<file path="src/hw/rtl/cmr_pkg.sv">
package cmr_pkg;

    localparam int MAX_MESSAGE_BYTES_DEF = 320;

    // Wide enough for any byte position of the largest supported buffer.
    localparam int POS_W = 13;

    localparam int QUEUE_DEPTH = 4;
    localparam int QUEUE_PTR_W = $clog2(QUEUE_DEPTH);

    localparam logic [3:0] TYPE_START      = 4'hA;
    localparam logic [3:0] TYPE_DATA       = 4'hB;
    localparam logic [3:0] START_HEADER    = 4'd4;
    localparam logic [3:0] DATA_HEADER     = 4'd1;
    localparam logic [3:0] MAX_FRAME_BYTES = 4'd8;

    typedef struct packed {
        logic [POS_W-1:0] pos;
        logic [2:0]       count;
        logic [55:0]      bytes;
        logic             emit;
        logic [7:0]       kind;
        logic [POS_W-1:0] len;
    } t_cmd;

endpackage

</file>
<file path="src/hw/rtl/cmr_front.sv">
module cmr_front #(
    parameter int MAX_MESSAGE_BYTES = cmr_pkg::MAX_MESSAGE_BYTES_DEF
) (
    input  logic          i_clk,
    input  logic          i_rst_n,
    input  logic          i_valid,
    output logic          o_ready,
    input  logic [3:0]    i_frame_bytes,
    input  logic [63:0]   i_frame_payload,
    input  logic          i_full,
    output logic          o_push,
    output cmr_pkg::t_cmd o_cmd
);
    import cmr_pkg::*;

    localparam int LEN_W = $clog2(MAX_MESSAGE_BYTES + 1);

    logic             r_open;
    logic [3:0]       r_tid;
    logic [7:0]       r_kind;
    logic [LEN_W-1:0] r_exp;
    logic [LEN_W-1:0] r_stored;

    logic             accept;
    logic [3:0]       n_eff;
    logic [3:0]       ftype;
    logic [3:0]       tid;
    logic [15:0]      exp_raw;
    logic             start_hit;
    logic             len_ok;
    logic             data_hit;
    logic [3:0]       avail;
    logic [LEN_W-1:0] total;
    logic [LEN_W-1:0] limit;
    logic [LEN_W-1:0] base;
    logic [2:0]       count;
    logic [LEN_W-1:0] new_stored;
    logic             emit;

    assign o_ready = !i_full;
    assign accept  = i_valid && o_ready;

    always_comb begin
        n_eff     = (i_frame_bytes > MAX_FRAME_BYTES) ? MAX_FRAME_BYTES : i_frame_bytes;
        ftype     = i_frame_payload[7:4];
        tid       = i_frame_payload[3:0];
        exp_raw   = i_frame_payload[31:16];
        start_hit = (ftype == TYPE_START) && (n_eff >= START_HEADER);
        len_ok    = exp_raw <= 16'(MAX_MESSAGE_BYTES);
        data_hit  = (ftype == TYPE_DATA) && r_open && (r_tid == tid) && (n_eff != 4'd0);
        if (start_hit) begin
            avail = n_eff - START_HEADER;
            total = exp_raw[LEN_W-1:0];
            limit = exp_raw[LEN_W-1:0];
            base  = '0;
        end else begin
            avail = n_eff - DATA_HEADER;
            total = r_exp;
            limit = r_exp - r_stored;
            base  = r_stored;
        end
        count      = (LEN_W'(avail) > limit) ? limit[2:0] : avail[2:0];
        new_stored = base + LEN_W'(count);
        emit       = new_stored == total;

        o_cmd.pos   = POS_W'(base);
        o_cmd.count = count;
        o_cmd.bytes = start_hit ? {24'd0, i_frame_payload[63:32]} : i_frame_payload[63:8];
        o_cmd.emit  = emit;
        o_cmd.kind  = start_hit ? i_frame_payload[15:8] : r_kind;
        o_cmd.len   = POS_W'(total);
        o_push      = accept && ((start_hit && len_ok) || data_hit);
    end

    always_ff @(posedge i_clk) begin
        if (!i_rst_n) begin
            r_open   <= 1'b0;
            r_tid    <= '0;
            r_kind   <= '0;
            r_exp    <= '0;
            r_stored <= '0;
        end else if (accept) begin
            if (start_hit) begin
                r_tid    <= tid;
                r_kind   <= i_frame_payload[15:8];
                r_exp    <= exp_raw[LEN_W-1:0];
                r_stored <= len_ok ? new_stored : '0;
                r_open   <= len_ok && !emit;
            end else if (data_hit) begin
                r_stored <= new_stored;
                r_open   <= !emit;
            end
        end
    end

endmodule

</file>
<file path="src/hw/rtl/cmr_queue.sv">
module cmr_queue (
    input  logic          i_clk,
    input  logic          i_rst_n,
    input  logic          i_push,
    input  cmr_pkg::t_cmd i_cmd,
    output logic          o_full,
    input  logic          i_pop,
    output logic          o_valid,
    output cmr_pkg::t_cmd o_cmd
);
    import cmr_pkg::*;

    t_cmd                   r_entry [QUEUE_DEPTH];
    logic [QUEUE_PTR_W-1:0] r_wr_ptr;
    logic [QUEUE_PTR_W-1:0] r_rd_ptr;
    logic [QUEUE_PTR_W:0]   r_fill;
    logic                   do_pop;

    assign o_full  = r_fill == (QUEUE_PTR_W + 1)'(QUEUE_DEPTH);
    assign o_valid = r_fill != '0;
    assign o_cmd   = r_entry[r_rd_ptr];
    assign do_pop  = i_pop && o_valid;

    always_ff @(posedge i_clk) begin
        if (i_push) begin
            r_entry[r_wr_ptr] <= i_cmd;
        end
    end

    always_ff @(posedge i_clk) begin
        if (!i_rst_n) begin
            r_wr_ptr <= '0;
            r_rd_ptr <= '0;
            r_fill   <= '0;
        end else begin
            if (i_push) begin
                r_wr_ptr <= r_wr_ptr + 1'b1;
            end
            if (do_pop) begin
                r_rd_ptr <= r_rd_ptr + 1'b1;
            end
            if (i_push && !do_pop) begin
                r_fill <= r_fill + 1'b1;
            end else if (do_pop && !i_push) begin
                r_fill <= r_fill - 1'b1;
            end
        end
    end

endmodule

</file>
<file path="src/hw/rtl/cmr_back.sv">
module cmr_back #(
    parameter int MAX_MESSAGE_BYTES = cmr_pkg::MAX_MESSAGE_BYTES_DEF
) (
    input  logic          i_clk,
    input  logic          i_rst_n,
    input  logic          i_cmd_valid,
    input  cmr_pkg::t_cmd i_cmd,
    output logic          o_cmd_pop,
    output logic          o_valid,
    input  logic          i_ready,
    output logic [7:0]    o_message_kind,
    output logic [8:0]    o_message_length,
    output logic [5:0]    o_word_number,
    output logic [63:0]   o_word_bytes,
    output logic          o_final_word
);
    import cmr_pkg::*;

    localparam int AW  = $clog2(MAX_MESSAGE_BYTES);
    localparam int P_W = $clog2(MAX_MESSAGE_BYTES + 8) + 1;
    localparam int WN_W = P_W - 3;

    typedef enum logic [1:0] {
        S_IDLE,
        S_WRITE,
        S_READ,
        S_OUT
    } t_state;

    t_state          r_state;
    t_cmd            r_cmd;
    logic [P_W-1:0]  r_pos;
    logic [3:0]      r_lane;
    logic [WN_W-1:0] r_word;
    logic [63:0]     r_buf;
    logic            r_rd_pend;
    logic [2:0]      r_rd_lane;
    logic [7:0]      r_mem [MAX_MESSAGE_BYTES];
    logic [7:0]      r_mem_q;

    logic            wr_en;
    logic            rd_en;
    logic            out_free;
    logic            last_word;
    logic [P_W-1:0]  msg_len;

    always_comb begin
        msg_len   = P_W'(r_cmd.len);
        wr_en     = (r_state == S_WRITE) && (r_lane[2:0] < r_cmd.count);
        rd_en     = (r_state == S_READ) && !r_lane[3] && (r_pos < msg_len);
        out_free  = !o_valid || i_ready;
        last_word = r_pos >= msg_len;
        o_cmd_pop = (r_state == S_IDLE) && i_cmd_valid;
    end

    always_ff @(posedge i_clk) begin
        if (wr_en) begin
            r_mem[r_pos[AW-1:0]] <= r_cmd.bytes[r_lane[2:0]*8 +: 8];
        end
        if (rd_en) begin
            r_mem_q <= r_mem[r_pos[AW-1:0]];
        end
    end

    always_ff @(posedge i_clk) begin
        if (!i_rst_n) begin
            r_state   <= S_IDLE;
            r_rd_pend <= 1'b0;
            o_valid   <= 1'b0;
        end else begin
            r_rd_pend <= rd_en;
            r_rd_lane <= r_lane[2:0];
            if (r_rd_pend) begin
                r_buf[r_rd_lane*8 +: 8] <= r_mem_q;
            end
            if (o_valid && i_ready && (r_state != S_OUT)) begin
                o_valid <= 1'b0;
            end
            unique case (r_state)
                S_IDLE: begin
                    if (i_cmd_valid) begin
                        r_cmd   <= i_cmd;
                        r_pos   <= P_W'(i_cmd.pos);
                        r_lane  <= '0;
                        r_state <= S_WRITE;
                    end
                end
                S_WRITE: begin
                    if (wr_en) begin
                        r_lane <= r_lane + 1'b1;
                        r_pos  <= r_pos + 1'b1;
                    end else if (r_cmd.emit) begin
                        r_pos   <= '0;
                        r_lane  <= '0;
                        r_word  <= '0;
                        r_buf   <= '0;
                        r_state <= S_READ;
                    end else begin
                        r_state <= S_IDLE;
                    end
                end
                S_READ: begin
                    if (!r_lane[3]) begin
                        r_lane <= r_lane + 1'b1;
                        r_pos  <= r_pos + 1'b1;
                    end else begin
                        r_state <= S_OUT;
                    end
                end
                S_OUT: begin
                    if (out_free) begin
                        o_valid          <= 1'b1;
                        o_message_kind   <= r_cmd.kind;
                        o_message_length <= 9'(r_cmd.len);
                        o_word_number    <= 6'(r_word);
                        o_word_bytes     <= r_buf;
                        o_final_word     <= last_word;
                        if (last_word) begin
                            r_state <= S_IDLE;
                        end else begin
                            r_word  <= r_word + 1'b1;
                            r_lane  <= '0;
                            r_buf   <= '0;
                            r_state <= S_READ;
                        end
                    end
                end
                default: begin
                    r_state <= S_IDLE;
                end
            endcase
        end
    end

endmodule

</file>
<file path="src/hw/rtl/can_multiframe_reassembler.sv">
// CAN multi-frame message reassembler.
// The slave channel takes one received classic CAN frame per request: the
// payload byte count and the eight payload bytes. Start frames open a
// message, data frames with the matching transfer id append to it, and all
// other frames are dropped on acceptance.
// The master channel gives one request per 64-bit message word, with the
// message kind, the message length and the word index beside the data, and
// tlast on the final word of the message.
// A frame is classified in the cycle it is accepted and placed in a
// four-entry command queue; the frame side stalls only when that queue is
// full. The store side then writes one byte per cycle into the message
// buffer. A completed message is read back one buffer byte per cycle
// into a word register, and each finished word is passed to the output
// register when that register is free or being taken by the receiver.
// Reset closes any open message and empties the queue; the buffer contents
// are not cleared. When the receiver stalls, the finished word waits in the
// output register and the store side holds, and the frame side keeps taking
// frames until the queue fills.
module can_multiframe_reassembler #(
    parameter int MAX_MESSAGE_BYTES = cmr_pkg::MAX_MESSAGE_BYTES_DEF
) (
    input  logic        i_clk,
    input  logic        i_rst_n,
    input  logic        i_s_axis_tvalid,
    output logic        o_s_axis_tready,
    // frame_bytes [3:0], frame_payload [67:4], zero fill [71:68]
    input  logic [71:0] i_s_axis_tdata,
    output logic        o_m_axis_tvalid,
    input  logic        i_m_axis_tready,
    // message_kind [7:0], message_length [16:8], word_number [22:17],
    // word_bytes [86:23], zero fill [87]
    output logic [87:0] o_m_axis_tdata,
    output logic        o_m_axis_tlast
);
    import cmr_pkg::*;

    t_cmd        push_cmd;
    t_cmd        head_cmd;
    logic        push;
    logic        full;
    logic        head_valid;
    logic        pop;
    logic [7:0]  message_kind;
    logic [8:0]  message_length;
    logic [5:0]  word_number;
    logic [63:0] word_bytes;

    cmr_front #(
        .MAX_MESSAGE_BYTES(MAX_MESSAGE_BYTES)
    ) u_front (
        .i_clk          (i_clk),
        .i_rst_n        (i_rst_n),
        .i_valid        (i_s_axis_tvalid),
        .o_ready        (o_s_axis_tready),
        .i_frame_bytes  (i_s_axis_tdata[3:0]),
        .i_frame_payload(i_s_axis_tdata[67:4]),
        .i_full         (full),
        .o_push         (push),
        .o_cmd          (push_cmd)
    );

    cmr_queue u_queue (
        .i_clk  (i_clk),
        .i_rst_n(i_rst_n),
        .i_push (push),
        .i_cmd  (push_cmd),
        .o_full (full),
        .i_pop  (pop),
        .o_valid(head_valid),
        .o_cmd  (head_cmd)
    );

    cmr_back #(
        .MAX_MESSAGE_BYTES(MAX_MESSAGE_BYTES)
    ) u_back (
        .i_clk           (i_clk),
        .i_rst_n         (i_rst_n),
        .i_cmd_valid     (head_valid),
        .i_cmd           (head_cmd),
        .o_cmd_pop       (pop),
        .o_valid         (o_m_axis_tvalid),
        .i_ready         (i_m_axis_tready),
        .o_message_kind  (message_kind),
        .o_message_length(message_length),
        .o_word_number   (word_number),
        .o_word_bytes    (word_bytes),
        .o_final_word    (o_m_axis_tlast)
    );

    assign o_m_axis_tdata = {1'b0, word_bytes, word_number, message_length, message_kind};

endmodule
</file>
<file path="config.mk">
export PLATFORM = sky130hd
export DESIGN_NAME = can_multiframe_reassembler
export DESIGN_NICKNAME = d
export VERILOG_FILES = /design/src/hw/rtl/cmr_pkg.sv /design/src/hw/rtl/cmr_front.sv /design/src/hw/rtl/cmr_queue.sv /design/src/hw/rtl/cmr_back.sv /design/src/hw/rtl/can_multiframe_reassembler.sv
export SDC_FILE = /design/constraint.sdc
export NUM_CORES = 2
export LEC_CHECK = 0
export ABC_CLOCK_PERIOD_IN_PS = 13400
export BUFFER_PORTS_ARGS = -buffer_cell sky130_fd_sc_hd__buf_2
export CAP_MARGIN = 25
export CORE_UTILIZATION = 55
export DETAILED_ROUTE_END_ITERATION = 10
export PLACE_DENSITY = 0.71
export SETUP_SLACK_MARGIN = 0.05
export SLEW_MARGIN = 30
export SYNTH_ARGS = -nofsm -noshare
export SYNTH_HDL_FRONTEND = slang
export SYNTH_HIERARCHICAL = 1
export SYNTH_SLANG_ARGS = --single-unit
export TNS_END_PERCENT = 20
</file>
<file path="constraint.sdc">
create_clock -name i_clk -period 13.4 [get_ports i_clk]
set_clock_uncertainty 0.2 [all_clocks]
set_input_delay 1.34 -clock i_clk [delete_from_list [all_inputs] [get_ports i_clk]]
set_output_delay 1.34 -clock i_clk [all_outputs]
set_load 0.05 [all_outputs]
</file>
Word level (Yosys, flattened, before mapping)

Memory sizes are Yosys's and may differ from the RTL's. A register that Yosys moved wholly into a read port is not among the register bits.
Cells that the tools add are included.

Input bits: 76
Word-level logic and storage cells: 164
RAM bits: 2,904
Output and inout bits: 91
Register bits: 296
Memories kept: 2

Order comparisons: 7
Shifts and indexed selects: 3
Reduce and logical (&&, ||, !) cells: 41
Equality and inequality tests: 17
Add/sub/neg operators: 12
Muxes and demuxes: 55

Memories:

| memory          | words | width | read ports | clocked after memory_dff | write ports | line            | text |
|---|---|---|---|---|---|---|---|
| u_back.r_mem    | 320   | 8     | 1          | 1                        | 1           | cmr_back.sv:38  | `logic [7:0] r_mem [MAX_MESSAGE_BYTES];` |
| u_queue.r_entry | 4     | 86    | 1          | 1                        | 1           | cmr_queue.sv:13 | `t_cmd r_entry [QUEUE_DEPTH];` |

Operators with widths:

| operator                  | count |
|---|---|
| $mux W64                  | 5 |
| $pmux W64 S2              | 1 |
| $bwmux W64                | 1 |
| $shift A8 B34 Y64 const A | 1 |
| $shiftx A8 B34 Y64        | 1 |
| $mux W56                  | 1 |
| $shiftx A56 B7 Y8         | 1 |
| $mux W9                   | 6 |
| $mux W10                  | 4 |
| $neg A6 Y34               | 1 |
| $mux W4                   | 8 |
| $pmux W10 S3              | 1 |
| $mux W7                   | 4 |
| $logic_and A1 B1 Y1       | 17 |
| $le A16 B9 Y1 const B     | 1 |
| $mux W2                   | 8 |
| $pmux W4 S4               | 1 |
| $pmux W7 S2               | 1 |
| $reduce_and A6 Y1         | 2 |
| $add A10 B1 Y10 const B   | 1 |
| $ge A10 B10 Y1            | 1 |
| $lt A10 B10 Y1            | 1 |
| $reduce_and A5 Y1         | 2 |
| $add A9 B3 Y9             | 1 |
| 34 further kinds          | 64 |

Logic depth before layout (Yosys ltp)

Word-level depth: 12
Depth in mapped cells: 23
Depth with buffers taken out: 22

Hierarchy

The synthesis kept the hierarchy.

By module, submodules not included:

| module                     | cells each | times used | area each (um^2) | sequential area each (um^2) |
|---|---|---|---|---|
| cmr_back                   | 5,339      | 1          | 109,663.9        | 84,791.3 |
| cmr_queue                  | 534        | 1          | 14,083.5         | 11,471.0 |
| cmr_front                  | 541        | 1          | 3,420.8          | 620.6 |
| can_multiframe_reassembler | 2          | 1          | 11.3             | 0.0 |

Worst setup path after synthesis

Ideal clock, no wire load.

Path type: reg2reg
From: register u_back.r_lane[1]
To: memory u_back.r_mem[0][0], data pin
Library setup time: 1,922 ps
Path buffers: 2
Data arrival time: 9,990 ps
Stages on the path, launching flop included: 6
Setup slack: 1,288 ps
Clock period less this slack: 12,112 ps
Cell sequence: edfxtp_1 clkbuf_1 clkbuf_1 mux4_2 nor2_1 a21oi_1

Cells in the longest elaborated chain, start to end: 1

Ends and longest elaborated chain:

| element                | line            | text |
|---|---|---|
| start, declared        | cmr_back.sv:33  | `logic [3:0] r_lane;` |
| start signal, assigned | cmr_back.sv:90  | `r_lane <= r_lane + 1'b1;` |
| start signal, assigned | cmr_back.sv:104 | `r_lane <= r_lane + 1'b1;` |
| $shiftx A56 B7 Y8      | cmr_back.sv:58  | `r_mem[r_pos[AW-1:0]] <= r_cmd.bytes[r_lane[2:0]*8 +: 8];` |
| end, declared          | cmr_back.sv:38  |  |

No other way between the ends.

Worst setup path after layout

From: input port i_s_axis_tdata[10]
To: memory u_queue/r_entry[1][21] (netlist bit), data pin

Cells in the longest elaborated chain, start to end: 3

Ends and longest elaborated chain:

| element             | line                             | text |
|---|---|---|
| start, declared     | can_multiframe_reassembler.sv:27 | `input logic [71:0] i_s_axis_tdata,` |
| $eq A4 B4 Y1        | cmr_front.sv:48                  | `start_hit = (ftype == TYPE_START) && (n_eff >= START_HEADER);` |
| $logic_and A1 B1 Y1 | cmr_front.sv:48                  |  |
| $mux W56            | cmr_front.sv:68                  | `o_cmd.bytes = start_hit ? {24'd0, i_frame_payload[63:32]} : i_frame_payload[63:8];` |
| end, declared       | cmr_queue.sv:13                  |  |

No other way between the ends.

==> flow_metrics.tcl <==
set metrics [dict create \
    status "complete, no violations" \
    worstMarginPinSlew_ns 1.26 \
    fin_crit_ns 5.89 \
    clk_latency_ns 0.98 \
    drc 0 \
    antenna_found_initial 14 \
    antenna_left 0 \
    cts.hold.buffers_added 0 \
    numCtsBuffers 334 \
    cts_resized 0 \
    cp.required_ns 13.98 \
    place_area_um2 130000 \
    use_met1_pct 38.6 \
    initial_core_util_pct 55.5 \
    dr.pass1.iters 8 \
    hpwl_um 186000 \
    post_cts.repair.setup_buffers 0 \
    grt_use_met3_pct 5.92 \
    power_density_nw_per_um2 166 \
    layout_common_cells "3173 x edfxtp_1, 676 x mux4_2, 482 x nor2_1" \
    fin_cells 9908 \
    vias 65642 \
    netlist_area_um2 126000 \
    routed_wl_um 318000 \
    grt_pass1_vias 64502 \
    drv_slew 0 \
    cts_tree "done" \
    postSynthCellCount 6380 \
    critPathMaxFanout 37 \
    setup-violations-final 0 \
    die_x_um 481 \
    final_common_cell "edfxtp_1" \
    dpl.cell_count 9321 \
    crit_path_end_kind "register" \
    path_class "input pin to register" \
    layout.nets 6782 \
    maxCapViolCount 0 \
    tns_ns 0 \
    grt_setup_unrepaired "false" \
    core_area_um2 228000 \
    cts_root_buf "clkbuf_16" \
    rows 175 \
    gr-max-usage-layer "met2" \
    areaGrowthSynthToFinish_pct 11.5 \
    viasPerCell 6.63 \
    max-clock-path-buffers 4 \
    hold_class "register to register" \
    drt_iter0_markers 9243 \
    ios 167 \
    htreeDepth 5 \
    arrival_ns 6.47 \
    ir_drop_uv 127 \
    leakage_nw 44.6 \
    die-height_um 481 \
    start_kind "input pin" \
    grt_pass1_wl_um 456000 \
    drive_above_1_share_pct 22.1 \
    use_met2_pct 41.8 \
    max_slew_margin_pct 15.2 \
    die_area_um2 232000 \
    synth.avg_cell_area_um2 19.8 \
    grt.overflow.total 0 \
    grt_start_max_net_pins 233 \
    yosys_warnings 6 \
    hold_viol 0 \
    fin_crit_sh_pct 44.0 \
    clock_sinks 3217 \
    max_freq_mhz 170 \
    wl_per_cell_um 32.1 \
    clk_pin_slew_worst_paths_ns 0.06 \
    portBuffers 161 \
    final_area_um2 141000 \
    gp_congestion 0.898 \
    track_usage_pct 27.5 \
]
-- routing by layer --
layer | up-vias | share of wire [%]
met5 | - | 0.022
met4 | 12 | 4.7
li1 | 26547 | -
met3 | 720 | 11
met1 | 34444 | 37
met2 | 3919 | 47
-- worst paths after layout --
check	startpoint	to	slack, ns	cells after the start
max reg2reg	u_front/r_stored[1]	u_queue/r_entry[1][21]	7.70	21
min reg2reg	u_back/r_cmd[20]	u_back/o_message_kind[7]	0.22	0
min	u_back/r_cmd[20]	u_back/o_message_kind[7]	0.22	0
max	i_s_axis_tdata[10]	u_queue/r_entry[1][21]	7.51	19
-- through the flow --
stage	setup WS [ns]	power [mW]	utilization (%)	hold slack, ns
3_5_place_dp	6.59	14.6	57.2	0.205
6_report	7.51	23.3	61.8	0.218
5_1_grt	7.26	23.9	61.8	0.224
2_1_floorplan	1.29	13.8	-	0.200
4_1_cts	7.58	23.4	61.7	0.218
3_3_place_gp	6.73	14.6	57.2	0.204
-- cell type report --
class                           instances  area [um^2]
Inverter                               59          221
Timing Repair Buffer                  308         2330
Clock buffer                          398         8700
Antenna cell                            8         20.0
Fill cell                           15437        86900
Multi-Input combinational cell       2735        28000
Tap cell                             3009         3760
Clock inverter                        174         1570
Sequential cell                      3217        96200
-- power by group --
| group | total [mW] | internal (mW) | switching, mW |
|---|---|---|---|
| Combinational | 2.87 | 0.867 | 2.01 |
| Clock | 8.81 | 5.12 | 3.69 |
| Sequential | 11.6 | 11.6 | 0.0389 |
| Total | 23.3 | 17.6 | 5.74 |
-- worst max-delay path, stage by stage --
cell and delay, ns:
buf_2 0.10, nand3b_1 0.25, nor3_4 0.22, buf_4 0.44
mux2i_1 0.44, ha_1 0.21, a21oi_1 0.08, o21ai_1 0.41
nand3_1 0.11, or4_1 0.41, nand3_1 0.22, ha_1 0.20
inv_1 0.06, fa_1 0.43, nor2b_1 0.16, o2111ai_1 0.32
or3_1 0.43, a311oi_1 0.34, o311a_1 0.28
-- state kept, by name (all words and copies together), names as in the netlist, 6 cells and up, named ones only --
register                 flops
u_queue/r_entry            352
u_back/o_message_kind        8
u_back/r_cmd                68
u_back/o_message_length      9
u_back/r_pos                10
u_back/r_mem_q               8
u_back/r_word                6
u_back/msg_len              10
u_back/o_word_number         6
u_front/r_kind               8
u_front/r_exp                9
u_back/r_mem              2560
u_back/r_buf                64
u_back/o_word_bytes         64
u_front/r_stored             9
Power figures use the tool's default switching activity.
